## config.mk

```make
export PLATFORM = sky130hd
export DESIGN_NAME = gregorian_date_add_days
export DESIGN_NICKNAME = d
export VERILOG_FILES = /design/src/hw/rtl/gdad_pkg.sv /design/src/hw/rtl/gregorian_date_add_days.sv
export SDC_FILE = /design/constraint.sdc
export NUM_CORES = 1
export LEC_CHECK = 0
export ABC_AREA = 1
export BUFFER_PORTS_ARGS = -buffer_cell sky130_fd_sc_hd__buf_2
export CAP_MARGIN = 20
export CORE_MARGIN = 3
export CORE_UTILIZATION = 25
export CTS_CLUSTER_SIZE = 28
export DETAILED_ROUTE_END_ITERATION = 10
export HOLD_SLACK_MARGIN = 0.12
export PLACE_DENSITY = 0.48
export SYNTH_ARGS = -nofsm -noshare
export SYNTH_HDL_FRONTEND = slang
export SYNTH_SLANG_ARGS = --single-unit
```

## constraint.sdc

```tcl
create_clock -name clk -period 9.54 [get_ports clk]
set_input_delay 1.908 -clock clk [delete_from_list [all_inputs] [get_ports clk]]
set_output_delay 1.908 -clock clk [all_outputs]
set_load 0.005 [all_outputs]
```

## src/hw/rtl/gdad_pkg.sv

```systemverilog
package gdad_pkg;

  localparam int unsigned YearW  = 14;
  localparam int unsigned MonthW = 4;
  localparam int unsigned DayW   = 5;
  localparam int unsigned AddW   = 16;
  // running day count: one legal day plus the largest add
  localparam int unsigned DSumW  = 17;
  localparam int unsigned CentW  = 8;
  localparam int unsigned Rem100W = 7;

  localparam logic [YearW-1:0]  YEAR_MAX  = 14'd9999;
  localparam logic [MonthW-1:0] MONTH_JAN = 4'd1;
  localparam logic [MonthW-1:0] MONTH_DEC = 4'd12;
  localparam logic [DayW-1:0]   DAY_LAST  = 5'd31;
  localparam logic [DayW-1:0]   DAY_FIRST = 5'd1;

  // floor(y / 100) = (y * 5243) >> 19, exact for every 14-bit y
  localparam logic [12:0]   DIV100_RECIP = 13'd5243;
  localparam int unsigned   DIV100_SHIFT = 19;
  localparam logic [Rem100W-1:0] REM100_LAST = 7'd99;
  localparam logic [6:0]    HUNDRED      = 7'd100;

  typedef enum logic [2:0] {
    ST_IDLE,
    ST_DIV,
    ST_CHECK,
    ST_ROLL,
    ST_HOLD
  } state_t;

  function automatic logic is_leap(input logic [1:0] y_mod4,
                                   input logic [Rem100W-1:0] y_mod100,
                                   input logic [1:0] cent_mod4);
    is_leap = ((y_mod4 == 2'd0) && (y_mod100 != '0)) ||
              ((y_mod100 == '0) && (cent_mod4 == 2'd0));
  endfunction

  function automatic logic [DayW-1:0] month_len(input logic [MonthW-1:0] m,
                                                input logic leap);
    case (m) inside
      4'd1, 4'd3, 4'd5, 4'd7, 4'd8, 4'd10, 4'd12: month_len = 5'd31;
      4'd4, 4'd6, 4'd9, 4'd11:                    month_len = 5'd30;
      4'd2:    month_len = leap ? 5'd29 : 5'd28;
      default: month_len = 5'd0;
    endcase
  endfunction

endpackage

```

## src/hw/rtl/gregorian_date_add_days.sv

```systemverilog
// Gregorian date plus day count.
// Input channel (in_valid / in_stall): one beat carries a start date
// (year, month, day) and a day count to add. in_stall is high from the
// accepting edge until the result has been moved into the output register.
// Output channel (out_valid / out_stall): one beat per input beat with the
// end date, date_valid (start date was legal) and year_overflow (result
// passed year 9999 and saturated to 9999-12-31). An illegal start date
// returns 0-01-01 with both flags low.
// Steps: accept, century divide, start-date check, one roll step per month
// rolled over (none for an illegal start date), then a hold until the
// output register frees. The month roll is a single month-length compare
// and subtract reused once per cycle; the leap test comes from year
// residues mod 4, 100 and 400 stepped along with the year.
// Throughput: one item at a time; a new beat is taken while the previous
// result still waits in the output register.
// Reset (synchronous, rst_n low) returns to idle and drops out_valid.
// While out_stall is high the result holds; a finished item waits until the
// output register frees.
module gregorian_date_add_days (
  input  logic                         clk,
  input  logic                         rst_n,
  input  logic                         in_valid,
  output logic                         in_stall,
  input  logic [gdad_pkg::YearW-1:0]   in_start_year,
  input  logic [gdad_pkg::MonthW-1:0]  in_start_month,
  input  logic [gdad_pkg::DayW-1:0]    in_start_day,
  input  logic [gdad_pkg::AddW-1:0]    in_add_days,
  output logic                         out_valid,
  input  logic                         out_stall,
  output logic [gdad_pkg::YearW-1:0]   out_end_year,
  output logic [gdad_pkg::MonthW-1:0]  out_end_month,
  output logic [gdad_pkg::DayW-1:0]    out_end_day,
  output logic                         out_date_valid,
  output logic                         out_year_overflow
);

  gdad_pkg::state_t state_r, state_nxt;

  logic [gdad_pkg::YearW-1:0]   y_r, y_nxt;
  logic [gdad_pkg::MonthW-1:0]  m_r, m_nxt;
  logic [gdad_pkg::DSumW-1:0]   d_r, d_nxt;
  logic [gdad_pkg::AddW-1:0]    n_r, n_nxt;
  logic [gdad_pkg::CentW-1:0]   cent_r, cent_nxt;
  logic [gdad_pkg::Rem100W-1:0] rem_r, rem_nxt;
  logic [1:0]                   cmod_r, cmod_nxt;
  logic                         ok_r, ok_nxt;
  logic                         ovf_r, ovf_nxt;

  logic                         out_valid_r, out_valid_nxt;
  logic [gdad_pkg::YearW-1:0]   oy_r, oy_nxt;
  logic [gdad_pkg::MonthW-1:0]  om_r, om_nxt;
  logic [gdad_pkg::DayW-1:0]    od_r, od_nxt;
  logic                         ook_r, ook_nxt;
  logic                         oovf_r, oovf_nxt;

  logic                         in_acc;
  logic                         slot_free;
  logic [26:0]                  prod;
  logic [gdad_pkg::YearW-1:0]   cent_x100;
  logic [gdad_pkg::YearW-1:0]   rem_full;
  logic                         leap_chk, leap_roll;
  logic [gdad_pkg::DayW-1:0]    len_chk, len_roll;
  logic                         start_ok;
  logic                         roll_more;

  assign in_acc    = in_valid && !in_stall;
  assign slot_free = !out_valid_r || !out_stall;

  // reciprocal multiply for the century number
  assign prod = {13'd0, y_r} * {14'd0, gdad_pkg::DIV100_RECIP};

  assign cent_x100 = gdad_pkg::YearW'(cent_r) * gdad_pkg::YearW'(gdad_pkg::HUNDRED);
  assign rem_full  = y_r - cent_x100;
  assign leap_chk  = gdad_pkg::is_leap(y_r[1:0], rem_full[gdad_pkg::Rem100W-1:0],
                                       cent_r[1:0]);
  assign len_chk   = gdad_pkg::month_len(m_r, leap_chk);
  assign start_ok  = (y_r <= gdad_pkg::YEAR_MAX) && (len_chk != '0) &&
                     (d_r[gdad_pkg::DayW-1:0] != '0) &&
                     (d_r[gdad_pkg::DayW-1:0] <= len_chk);

  assign leap_roll = gdad_pkg::is_leap(y_r[1:0], rem_r, cmod_r);
  assign len_roll  = gdad_pkg::month_len(m_r, leap_roll);
  assign roll_more = d_r > {{(gdad_pkg::DSumW-gdad_pkg::DayW){1'b0}}, len_roll};

  always_comb begin
    state_nxt = state_r;
    case (state_r)
      gdad_pkg::ST_IDLE:  if (in_acc) state_nxt = gdad_pkg::ST_DIV;
      gdad_pkg::ST_DIV:   state_nxt = gdad_pkg::ST_CHECK;
      gdad_pkg::ST_CHECK: state_nxt = start_ok ? gdad_pkg::ST_ROLL : gdad_pkg::ST_HOLD;
      gdad_pkg::ST_ROLL: begin
        if (!roll_more) begin
          state_nxt = gdad_pkg::ST_HOLD;
        end else if (m_r == gdad_pkg::MONTH_DEC && y_r == gdad_pkg::YEAR_MAX) begin
          state_nxt = gdad_pkg::ST_HOLD;
        end
      end
      gdad_pkg::ST_HOLD:  if (slot_free) state_nxt = gdad_pkg::ST_IDLE;
      default:            state_nxt = gdad_pkg::ST_IDLE;
    endcase
  end

  always_comb begin
    y_nxt    = y_r;
    m_nxt    = m_r;
    d_nxt    = d_r;
    n_nxt    = n_r;
    cent_nxt = cent_r;
    rem_nxt  = rem_r;
    cmod_nxt = cmod_r;
    ok_nxt   = ok_r;
    ovf_nxt  = ovf_r;
    out_valid_nxt = out_valid_r && out_stall;
    oy_nxt   = oy_r;
    om_nxt   = om_r;
    od_nxt   = od_r;
    ook_nxt  = ook_r;
    oovf_nxt = oovf_r;
    case (state_r)
      gdad_pkg::ST_IDLE: begin
        if (in_acc) begin
          y_nxt   = in_start_year;
          m_nxt   = in_start_month;
          d_nxt   = {{(gdad_pkg::DSumW-gdad_pkg::DayW){1'b0}}, in_start_day};
          n_nxt   = in_add_days;
          ovf_nxt = 1'b0;
        end
      end
      gdad_pkg::ST_DIV: begin
        cent_nxt = prod[gdad_pkg::DIV100_SHIFT +: gdad_pkg::CentW];
      end
      gdad_pkg::ST_CHECK: begin
        ok_nxt   = start_ok;
        rem_nxt  = rem_full[gdad_pkg::Rem100W-1:0];
        cmod_nxt = cent_r[1:0];
        if (start_ok) begin
          d_nxt = d_r + {1'b0, n_r};
        end else begin
          // illegal start: fixed 0-01-01 result
          y_nxt = '0;
          m_nxt = gdad_pkg::MONTH_JAN;
          d_nxt = {{(gdad_pkg::DSumW-gdad_pkg::DayW){1'b0}}, gdad_pkg::DAY_FIRST};
        end
      end
      gdad_pkg::ST_ROLL: begin
        if (roll_more) begin
          d_nxt = d_r - {{(gdad_pkg::DSumW-gdad_pkg::DayW){1'b0}}, len_roll};
          if (m_r == gdad_pkg::MONTH_DEC) begin
            if (y_r == gdad_pkg::YEAR_MAX) begin
              // saturate at the top of the year range
              m_nxt   = gdad_pkg::MONTH_DEC;
              d_nxt   = {{(gdad_pkg::DSumW-gdad_pkg::DayW){1'b0}}, gdad_pkg::DAY_LAST};
              ovf_nxt = 1'b1;
            end else begin
              m_nxt = gdad_pkg::MONTH_JAN;
              y_nxt = y_r + 1'b1;
              if (rem_r == gdad_pkg::REM100_LAST) begin
                rem_nxt  = '0;
                cmod_nxt = cmod_r + 1'b1;
              end else begin
                rem_nxt = rem_r + 1'b1;
              end
            end
          end else begin
            m_nxt = m_r + 1'b1;
          end
        end
      end
      gdad_pkg::ST_HOLD: begin
        if (slot_free) begin
          out_valid_nxt = 1'b1;
          oy_nxt   = y_r;
          om_nxt   = m_r;
          od_nxt   = d_r[gdad_pkg::DayW-1:0];
          ook_nxt  = ok_r;
          oovf_nxt = ovf_r;
        end
      end
      default: ;
    endcase
  end

  always_ff @(posedge clk) begin
    if (!rst_n) begin
      state_r     <= gdad_pkg::ST_IDLE;
      out_valid_r <= 1'b0;
    end else begin
      state_r     <= state_nxt;
      out_valid_r <= out_valid_nxt;
    end
  end

  always_ff @(posedge clk) begin
    y_r    <= y_nxt;
    m_r    <= m_nxt;
    d_r    <= d_nxt;
    n_r    <= n_nxt;
    cent_r <= cent_nxt;
    rem_r  <= rem_nxt;
    cmod_r <= cmod_nxt;
    ok_r   <= ok_nxt;
    ovf_r  <= ovf_nxt;
    oy_r   <= oy_nxt;
    om_r   <= om_nxt;
    od_r   <= od_nxt;
    ook_r  <= ook_nxt;
    oovf_r <= oovf_nxt;
  end

  assign in_stall          = (state_r != gdad_pkg::ST_IDLE);
  assign out_valid         = out_valid_r;
  assign out_end_year      = oy_r;
  assign out_end_month     = om_r;
  assign out_end_day       = od_r;
  assign out_date_valid    = ook_r;
  assign out_year_overflow = oovf_r;

  a_bad_date_fixed: assert property (@(posedge clk) disable iff (!rst_n)
    (out_valid && !out_date_valid) |->
      (out_end_year == '0 && out_end_month == gdad_pkg::MONTH_JAN &&
       out_end_day == gdad_pkg::DAY_FIRST && !out_year_overflow))
    else $error("illegal start date gave a non-default result");

  a_overflow_sat: assert property (@(posedge clk) disable iff (!rst_n)
    (out_valid && out_year_overflow) |->
      (out_date_valid && out_end_year == gdad_pkg::YEAR_MAX &&
       out_end_month == gdad_pkg::MONTH_DEC && out_end_day == gdad_pkg::DAY_LAST))
    else $error("overflow result not saturated");

  a_roll_year_range: assert property (@(posedge clk) disable iff (!rst_n)
    (state_r == gdad_pkg::ST_ROLL) |->
      (y_r <= gdad_pkg::YEAR_MAX && m_r >= gdad_pkg::MONTH_JAN &&
       m_r <= gdad_pkg::MONTH_DEC))
    else $error("roll state left the legal date range");

  a_accept_starts: assert property (@(posedge clk) disable iff (!rst_n)
    in_acc |=> (state_r == gdad_pkg::ST_DIV))
    else $error("accepted beat did not start the sequencer");

  a_month_legal: assert property (@(posedge clk) disable iff (!rst_n)
    out_valid |-> (out_end_month >= gdad_pkg::MONTH_JAN &&
                   out_end_month <= gdad_pkg::MONTH_DEC && out_end_day != '0))
    else $error("result month or day out of range");

endmodule
```

==> flow_metrics.py, run 1 <==
metrics = {
    "run_status": {
        "status": "completed",
    },
    "logic_synthesis": {
        "syn_inst": 1054,
        "synth_area_um2": 9360,
        "synthArstFlopShare": 0,
        "synth_top_flop_cell": "edfxtp_1",
        "synth_edf_count": 92,
        "ys_types": 42,
        "synth_seq_cells": 96,
        "syn_nets": 1298,
        "yosysWarnings": 0,
        "syn_area_per_cell_um2": 8.88,
        "ys_seq_area_frac": 0.304,
    },
    "die": {
        "fp.dieW_um": 199,
        "core.rowCount": 70,
        "ioPinCount": 70,
        "dieArea_um2": 39800,
        "dieHeight_um": 199,
        "fp.coreArea_um2": 36800,
        "initial_core_util": 0.254,
    },
    "placed_design": {
        "place.gp.congestion": 0.853,
        "dp_hpwl_mm": 21.2,
        "numPortBuffers": 69,
    },
    "timing": {
        "slew_headroom": 0.287,
        "slew_violations": 0,
        "rsz0062_at_grt": "no",
        "fin_crit_ns": 4.71,
        "hold_viol": 0,
        "skew_ns": 0.0160,
        "finalSetupTns_ns": 0,
        "min_period_over_period": 0.493,
        "tightest_slew_ns": 1.07,
        "max_freq_ghz": 0.212,
        "setup_violations": 0,
    },
    "critical_path": {
        "crit_path_end": "cent_r[2]$_DFFE_PN_",
        "reg2reg_to": "cent_r[2]$_DFFE_PN_",
        "critPathArrivalTime_ns": 4.82,
        "start_kind": "flop",
        "cp-end-kind": "flop",
        "crit_fanout": 10,
        "r2r_slack_ns": 4.83,
        "reg2reg_from": "y_r[8]$_DFFE_PP_",
        "crit_required_ns": 9.66,
        "critical_path.startpoint": "y_r[8]$_DFFE_PP_",
        "critical_path_class": "flop to flop",
        "r2r_cells": 13,
    },
    "grt": {
        "grt_pass1_vias": 7366,
        "grt_antenna_before_repair": 0,
        "grt.overflow.total": 0,
        "grt_start_max_net_pins": 29,
        "grt_pass1_wl_mm": 41.0,
        "globalRouteTotalUtil": 0.134,
    },
    "routing": {
        "firstDrtPassIters": 5,
        "routed_wl_mm": 25.8,
        "ant_nets": 0,
        "drt_iter0_drc": 425,
        "post_drt_wl_per_cell_um": 16.1,
        "vias_per_cell": 4.47,
        "drc": 0,
        "vias": 7187,
    },
    "clocking": {
        "clk_pin_slew_worst_paths_ns": 0.08,
        "cts_root_buf": "clkbuf_16",
        "cts.repair.resized": 0,
        "cts_max_level": 3,
        "cts_tree": "yes",
        "cts_buffer_depth": 2,
        "post-cts-setup-buffers": 0,
        "clk_latency_ns": 0.36,
        "numClockSinks": 96,
        "cts.hold.buffers_added": 0,
        "cts-buffers-inserted": 9,
    },
    "job": {
        "maxCapViolCount": 0,
    },
    "cells_and_area": {
        "drive_gt1_frac": 0.106,
        "nFillCells": 3929,
        "layout.nets": 1377,
        "area_growth_pct": 13.9,
    },
    "worst_hold_path": {
        "holdCritPathClass": "flop to flop",
    },
}
## per-stage QoR
step | hold WS [ns] | std cells | utilization | instance area (um^2) | worst slack, ns
2_1_floorplan | 0.400 | 1054 | - | 9360 | 5.21
3_3_place_gp | 0.403 | 1590 | 0.281 | 10300 | 4.83
3_5_place_dp | 0.410 | 1590 | 0.281 | 10300 | 4.85
4_1_cts | 0.427 | 1606 | 0.290 | 10700 | 4.83
5_1_grt | 0.434 | 1606 | 0.290 | 10700 | 4.48
6_report | 0.423 | 1607 | 0.290 | 10700 | 4.83
## cells in the mapped netlist (6+ instances only)
cell type / number / area [um^2]
nand2_1: 205 / 769
inv_1: 190 / 713
ha_1: 136 / 1700
edfxtp_1: 92 / 2760
nor2_1: 76 / 285
fa_1: 65 / 1300
nand3_1: 55 / 275
a21oi_1: 50 / 250
o21ai_0: 42 / 210
xor2_1: 19 / 166
xnor2_1: 14 / 123
nor3_1: 11 / 55.1
nand4_1: 9 / 56.3
o21ai_1: 9 / 45.0
o22ai_1: 9 / 56.3
inv_2: 8 / 30.0
a21o_1: 6 / 45.0
## worst max-delay path: stages (launching register included)
cell and delay [ns]:
edfxtp_1 0.75, fa_1 0.51, ha_1 0.35, fa_1 0.50, fa_1 0.55, inv_1 0.05
fa_1 0.54, inv_1 0.05, ha_1 0.32, a21oi_1 0.21, o21ai_0 0.10, a21oi_1 0.22
o211ai_1 0.14, xor2_1 0.15
## layout by cell type, fill, tap and decap left out, types with 4 or more instances in the layout
cell,instances
nand2_1,205
inv_1,190
ha_1,136
edfxtp_1,92
nor2_1,76
buf_2,69
fa_1,65
nand3_1,55
a21oi_1,49
o21ai_0,42
xor2_1,19
xnor2_1,14
nor3_1,10
nand4_1,9
o21ai_1,9
o22ai_1,9
clkbuf_16,9
inv_2,8
a21o_1,6
o21bai_1,5
buf_4,5
nor2_4,4
a32o_1,4
dfxtp_1,4
## worst min-delay path by stage
stage	start	end	slack (ns)	cells past startpoint
final	ovf_r$_DFFE_PP_	out_year_overflow$_DFFE_PP_	0.42	0
after global routing	ovf_r$_DFFE_PP_	out_year_overflow$_DFFE_PP_	0.43	0
after CTS	ovf_r$_DFFE_PP_	out_year_overflow$_DFFE_PP_	0.43	0
after detailed placement	ovf_r$_DFFE_PP_	out_year_overflow$_DFFE_PP_	0.41	0
after global placement	ok_r$_DFFE_PP_	out_date_valid$_DFFE_PP_	0.40	0
after floorplan	ok_r$_DFFE_PP_	out_date_valid$_DFFE_PP_	0.40	0
## metal layers
layer / global-route usage / part of all wire
met5: 0 / 0
met4: 0.0212 / 0.0076
met2: 0.224 / 0.46
met1: 0.190 / 0.50
met3: 0.0179 / 0.034
## area by class of cell
class	instances	area (um^2)	area share
Tap cell	468	586	0.0549
Sequential cell	96	2840	0.267
Timing Repair Buffer	74	383	0.0359
Multi-Input combinational cell	753	5760	0.540
Clock buffer	10	239	0.0224
Antenna cell	1	2.50	0.000235
Clock inverter	6	96.3	0.00904
Inverter	199	749	0.0703
## cell families after synthesis
logic type,synth area share
AO/OA/AOI/OAI,0.0837
XOR/XNOR,0.0309
adder cells (fa/ha/maj),0.321
buffers and inverters,0.0826
flip-flops,0.304
AND/OR/NAND/NOR,0.178
## flip-flops by register name, summed over array words and instances (netlist names)
name,cells
out_end_day,5
y_r,14
d_r,17
ovf_r,1
n_r,16
cent_r,5
out_year_overflow,1
cmod_r,2
ok_r,1
out_end_year,14
out_valid,1
state_r,3
m_r,4
out_date_valid,1
out_end_month,4
rem_r,7
Power of run 1 is not shown: default switching activity piles up to over one toggle a cycle in this logic, so the estimate is an artifact.
==> inputs of run 2 (changes only) <==
--- a/config.mk
+++ b/config.mk
@@ -5,7 +5,7 @@
 export SDC_FILE = /design/constraint.sdc
 export NUM_CORES = 1
 export LEC_CHECK = 0
-export ABC_AREA = 1
+export ABC_AREA = 0
 export BUFFER_PORTS_ARGS = -buffer_cell sky130_fd_sc_hd__buf_2
 export CAP_MARGIN = 20
 export CORE_MARGIN = 3
==> constraint.sdc (replaced) <==
create_clock -name clk -period 4.8 [get_ports clk]
set_input_delay 0.96 -clock clk [delete_from_list [all_inputs] [get_ports clk]]
set_output_delay 0.96 -clock clk [all_outputs]
set_load 0.005 [all_outputs]
==> flow_metrics.py, run 2 <==
metrics = {
    "logic_synthesis": {
        "synth_top_area_frac": 0.319,
        "synthArstFlopShare": 0,
        "yosys-top-cells-area": "edfxtp_1 32%, ha_1 20%, fa_1 15%",
        "syn_area_per_cell_um2": 10.7,
        "synth_edf_count": 92,
        "syn_inst": 813,
        "yosysWarnings": 0,
        "syn_nets": 1057,
        "ys_seq_area_frac": 0.328,
        "yosys.cell_count.top_type": "ha_1",
        "synth_seq_cells": 96,
        "synth_top_flop_cell": "edfxtp_1",
        "synth_area_um2": 8660,
        "synthTopCellsByCount": "136 x ha_1, 128 x inv_1, 92 x edfxtp_1, 65 x fa_1, 54 x nand2_1",
        "ys_types": 59,
        "synth_top_cell_by_area": "edfxtp_1",
    },
    "routing": {
        "vias": 6206,
        "firstDrtPassIters": 5,
        "routed_wl_mm": 23.6,
        "drc": 0,
        "vias_per_cell": 4.44,
        "ant_nets": 0,
        "post_drt_wl_per_cell_um": 16.9,
        "drt_iter0_drc": 338,
    },
    "cells_and_area": {
        "drive_gt1_frac": 0.213,
        "largest_reg_flops": 17,
        "multiInputGateArea_um2": 5520,
        "top_regs": "d_r: 17 flops, n_r: 16 flops",
        "area_growth_pct": 21.5,
        "final_common_cell": "ha_1",
        "nFillCells": 3543,
        "postLayoutCoreUtil": 0.311,
        "seq_area_um2": 2840,
        "layout_common_cells": "121 x ha_1, 116 x inv_1, 92 x edfxtp_1",
        "top_register": "d_r",
        "layout.nets": 1188,
    },
    "timing": {
        "tightest_slew_ns": 1.07,
        "min_period_over_period": 0.987,
        "skew_ns": 0.0154,
        "slew_headroom": 0.277,
        "setup_violations": 0,
        "fin_crit_ns": 4.74,
        "rsz0062_at_grt": "yes",
        "max_freq_ghz": 0.211,
        "hold_viol": 0,
        "slew_violations": 0,
    },
    "die": {
        "dieArea_um2": 36900,
        "dieHeight_um": 192,
        "ioPinCount": 70,
        "initial_core_util": 0.256,
        "fp.coreArea_um2": 33900,
        "fp.dieW_um": 192,
        "core.rowCount": 67,
    },
    "clocking": {
        "cts_root_buf": "clkbuf_16",
        "clk_pin_slew_worst_paths_ns": 0.08,
        "clk_latency_ns": 0.36,
        "cts.hold.buffers_added": 0,
        "cts-buffers-inserted": 9,
        "numClockSinks": 96,
        "cts_tree": "yes",
        "cts_buffer_depth": 2,
        "cts_max_level": 3,
    },
    "critical_path": {
        "crit_required_ns": 4.91,
        "r2r_slack_ns": 0.06,
        "start_kind": "flop",
        "critPathArrivalTime_ns": 4.85,
        "critical_path_class": "flop to flop",
        "cp-end-kind": "flop",
        "crit_fanout": 6,
    },
    "grt": {
        "grt_start_max_net_pins": 26,
        "grt_pass1_vias": 6618,
        "grt.overflow.total": 0,
        "grt_antenna_before_repair": 0,
        "grt_pass1_wl_mm": 37.4,
        "globalRouteTotalUtil": 0.133,
    },
    "worst_hold_path": {
        "holdCritPathClass": "flop to flop",
    },
    "placed_design": {
        "place.gp.congestion": 0.834,
        "numPortBuffers": 69,
        "dp_hpwl_mm": 18.8,
    },
    "job": {
        "maxCapViolCount": 0,
    },
    "run_status": {
        "status": "completed",
    },
}
==> run 2: worst paths after layout <==
| path | to | startpoint | depth (start not counted) |
|---|---|---|---|
| hold reg to reg | out_date_valid$_DFFE_PP_ | ok_r$_DFFE_PP_ | 0 |
| hold / removal | out_date_valid$_DFFE_PP_ | ok_r$_DFFE_PP_ | 0 |
| setup reg to reg | cent_r[4]$_DFFE_PN_ | y_r[9]$_DFFE_PP_ | 16 |
| setup / recovery | cent_r[4]$_DFFE_PN_ | y_r[9]$_DFFE_PP_ | 16 |
==> run 2: final cells by class <==
type | instances | area share
clock buffers | 9 | 0.0214
flip-flops and latches | 96 | 0.270
diodes | 1 | 0.000238
inverters | 128 | 0.0456
multi-input cells | 578 | 0.525
well taps | 448 | 0.0533
clock inverters | 7 | 0.00440
repair buffers | 131 | 0.0802
==> run 2: worst max-delay path, cell delays in order (launching register included) <==
cell      delay [ns]
edfxtp_1        0.54
buf_4           0.21
ha_4            0.16
fa_1            0.50
fa_1            0.57
inv_2           0.04
fa_1            0.55
fa_1            0.41
inv_1           0.08
ha_2            0.18
buf_4           0.13
o211ai_1        0.08
or3_4           0.39
nor3_4          0.19
o32a_1          0.24
a21oi_2         0.08
xnor2_1         0.12
==> run 2: routing by layer <==
layer,global-route usage,wire length [um],share of wire
met5,0,0,0
met4,0.0392,480,0.020
met3,0.0221,939,0.040
met2,0.200,10000,0.43
met1,0.196,12200,0.51
==> run 2: repair_timing <==
action	CTS	global route
pin swaps	4	43
endpoints found under the setup margin	2	4
setup buffers	7	6
gates resized for setup	4	50
==> run 2: cell families (layout without fill, tap and decap cells) <==
group	after synthesis	in the layout	share of synthesized area
buf+inv	139	275	0.0603
mux	4	4	0.00477
xor+xnor	57	57	0.0577
compound gates	136	136	0.101
flops	96	96	0.328
simple gates	180	180	0.101
other cells	0	1	0
fa+ha+maj	201	201	0.347
==> run 2: through the flow <==
stage                     setup WS [ns]  instances  setup TNS, ns  area [um^2]  hold WS (ns)
after floorplan                  0.0735        813              0         8660         0.400
after global placement          -0.0404       1367        -0.0404         9910         0.406
after detailed placement        -0.0621       1367         -0.110         9910         0.411
after CTS                       0.00594       1390              0        10300         0.429
after global routing            -0.0979       1397         -0.187        10500         0.455
final                            0.0613       1398              0        10500         0.428
Power of run 2 is left out for the same reason.
==> inputs of run 3 (changes only) <==
==> constraint.sdc (replaced) <==
create_clock -name clk -period 5.7 [get_ports clk]
set_input_delay 1.14 -clock clk [delete_from_list [all_inputs] [get_ports clk]]
set_output_delay 1.14 -clock clk [all_outputs]
set_load 0.005 [all_outputs]
==> flow_metrics.py, run 3 (same netlist as run 2, synthesis figures left out) <==
metrics = {
    "grt": {
        "grt_start_max_net_pins": 20,
        "grt_antenna_before_repair": 1,
        "grt.overflow.total": 0,
        "grt_pass1_vias": 6048,
        "grt_pass1_wl_mm": 36.1,
        "globalRouteTotalUtil": 0.130,
    },
    "cells_and_area": {
        "seq_area_um2": 2840,
        "final_common_cell": "ha_1",
        "largest_reg_flops": 17,
        "layout_common_cells": "136 x ha_1, 128 x inv_1, 92 x edfxtp_1",
        "multiInputGateArea_um2": 5320,
        "top_register": "d_r",
        "top_regs": "d_r: 17 flops, n_r: 16 flops",
        "antenna_cells": 0,
        "area_growth_pct": 15.2,
        "layout.nets": 1141,
        "nFillCells": 3591,
        "drive_gt1_frac": 0.129,
    },
    "timing": {
        "slew_headroom": 0.326,
        "slew_violations": 0,
        "finalSetupTns_ns": 0,
        "rsz0062_at_grt": "no",
        "skew_ns": 0.0196,
        "fin_crit_ns": 5.07,
        "hold_viol": 0,
        "fin_ws_ns": 0.632,
        "setup_violations": 0,
        "min_period_over_period": 0.889,
        "tightest_slew_ns": 1.01,
        "max_freq_ghz": 0.197,
    },
    "clocking": {
        "cts.repair.resized": 0,
        "cts_root_buf": "clkbuf_16",
        "numClockSinks": 96,
        "clk_pin_slew_worst_paths_ns": 0.08,
        "clk_latency_ns": 0.37,
        "cts.hold.buffers_added": 0,
        "cts_tree": "yes",
        "cts-buffers-inserted": 9,
        "cts_buffer_depth": 2,
        "post-cts-setup-buffers": 0,
        "cts_max_level": 3,
    },
    "routing": {
        "routed_wl_mm": 23.2,
        "drc": 0,
        "drt_iter0_drc": 320,
        "vias_per_cell": 4.46,
        "vias": 6017,
        "post_drt_wl_per_cell_um": 17.2,
        "firstDrtPassIters": 5,
        "ant_nets": 0,
    },
    "die": {
        "fp.coreArea_um2": 33900,
        "fp.dieW_um": 192,
        "initial_core_util": 0.256,
        "dieHeight_um": 192,
        "dieArea_um2": 36900,
        "core.rowCount": 67,
        "ioPinCount": 70,
    },
    "job": {
        "maxCapViolCount": 0,
    },
    "worst_hold_path": {
        "holdPathStages": 0,
        "hold_start": "ovf_r$_DFFE_PP_",
        "whs_endpoint": "out_year_overflow$_DFFE_PP_",
        "holdCritPathClass": "flop to flop",
    },
    "placed_design": {
        "dpl_worst_slack_ns": 0.616,
        "numPortBuffers": 69,
        "place.gp.congestion": 0.820,
        "dp_hpwl_mm": 18.8,
    },
    "critical_path": {
        "critical_path_class": "flop to flop",
        "crit_required_ns": 5.79,
        "r2r_slack_ns": 0.63,
        "r2r_cells": 16,
        "crit_slowest_cell": "edfxtp_1",
        "cp-end-kind": "flop",
        "crit_fanout": 12,
        "max_stage_delay_ns": 0.72,
        "reg2reg_from": "y_r[11]$_DFFE_PP_",
        "critPathArrivalTime_ns": 5.15,
        "reg2reg_to": "cent_r[4]$_DFFE_PN_",
        "start_kind": "flop",
        "cp_cell_sequence": "fa_1 -> ha_1 -> inv_1 -> fa_1 -> inv_1 -> fa_1 -> inv_1 -> fa_1 -> inv_1 -> ha_1 -> nand4_1 -> or3_1 -> nor3_1 -> o32a_1 -> a21oi_1 -> xnor2_1",
    },
    "run_status": {
        "status": "completed",
    },
}
-- run 3: cell types whose count changed in the layout (fill, tap and decap cells not counted), moves of 3 or more --
cell,change
buf_4,-40
ha_1,+15
inv_1,+12
inv_2,-12
ha_4,-9
buf_6,-7
ha_2,-6
a21oi_1,+3
a21oi_2,-3
inv_6,+3
nor3_1,+3
-- run 3: worst max path at each step --
stage / endpoint / startpoint / depth (start not counted) / slack (ns)
floorplan: y_r[0]$_DFFE_PP_ / m_r[0]$_DFFE_PP_ / 13 / 0.79
global placement: cent_r[4]$_DFFE_PN_ / y_r[9]$_DFFE_PP_ / 14 / 0.68
detailed placement: cent_r[4]$_DFFE_PN_ / y_r[10]$_DFFE_PP_ / 17 / 0.62
CTS: cent_r[4]$_DFFE_PN_ / y_r[11]$_DFFE_PP_ / 16 / 0.61
global route: cent_r[4]$_DFFE_PN_ / y_r[11]$_DFFE_PP_ / 16 / 0.34
finish: cent_r[4]$_DFFE_PN_ / y_r[11]$_DFFE_PP_ / 16 / 0.63
-- run 3: cell type report --
cell class | count | area share
clock buffer | 9 | 0.0226
sequential | 96 | 0.285
clock inverter | 7 | 0.00678
inverter | 128 | 0.0482
tap | 448 | 0.0562
timing repair buffer | 84 | 0.0479
multi-input combinational | 578 | 0.533
-- run 3: worst max-delay path, delay by kind of cell, from the launching register on --
kind	cells	cell delay, ns
AO/OA/AOI/OAI	2	0.33
XOR/XNOR	1	0.13
adder cells (fa/ha/maj)	6	2.65
buffers and inverters	4	0.20
flip-flops	1	0.72
AND/OR/NAND/NOR	3	0.78
-- run 3: per-layer routing --
layer | vias up | track usage | wire length, um
met3 | 18 | 0.0208 | 871
met1 | 2909 | 0.200 | 12400
met2 | 110 | 0.189 | 9630
li1 | 2980 | - | -
met4 | 0 | 0.0272 | 264
met5 | - | 0 | 0
-- run 3: per-stage QoR --
stage	hold slack, ns	cells	instance area [um^2]	utilization
2_1_floorplan	0.400	813	8660	-
3_3_place_gp	0.408	1333	9650	0.285
3_5_place_dp	0.407	1334	9680	0.286
4_1_cts	0.425	1350	9970	0.294
5_1_grt	0.441	1350	9970	0.294
6_report	0.424	1350	9970	0.294
Power of run 3 is left out for the same reason.
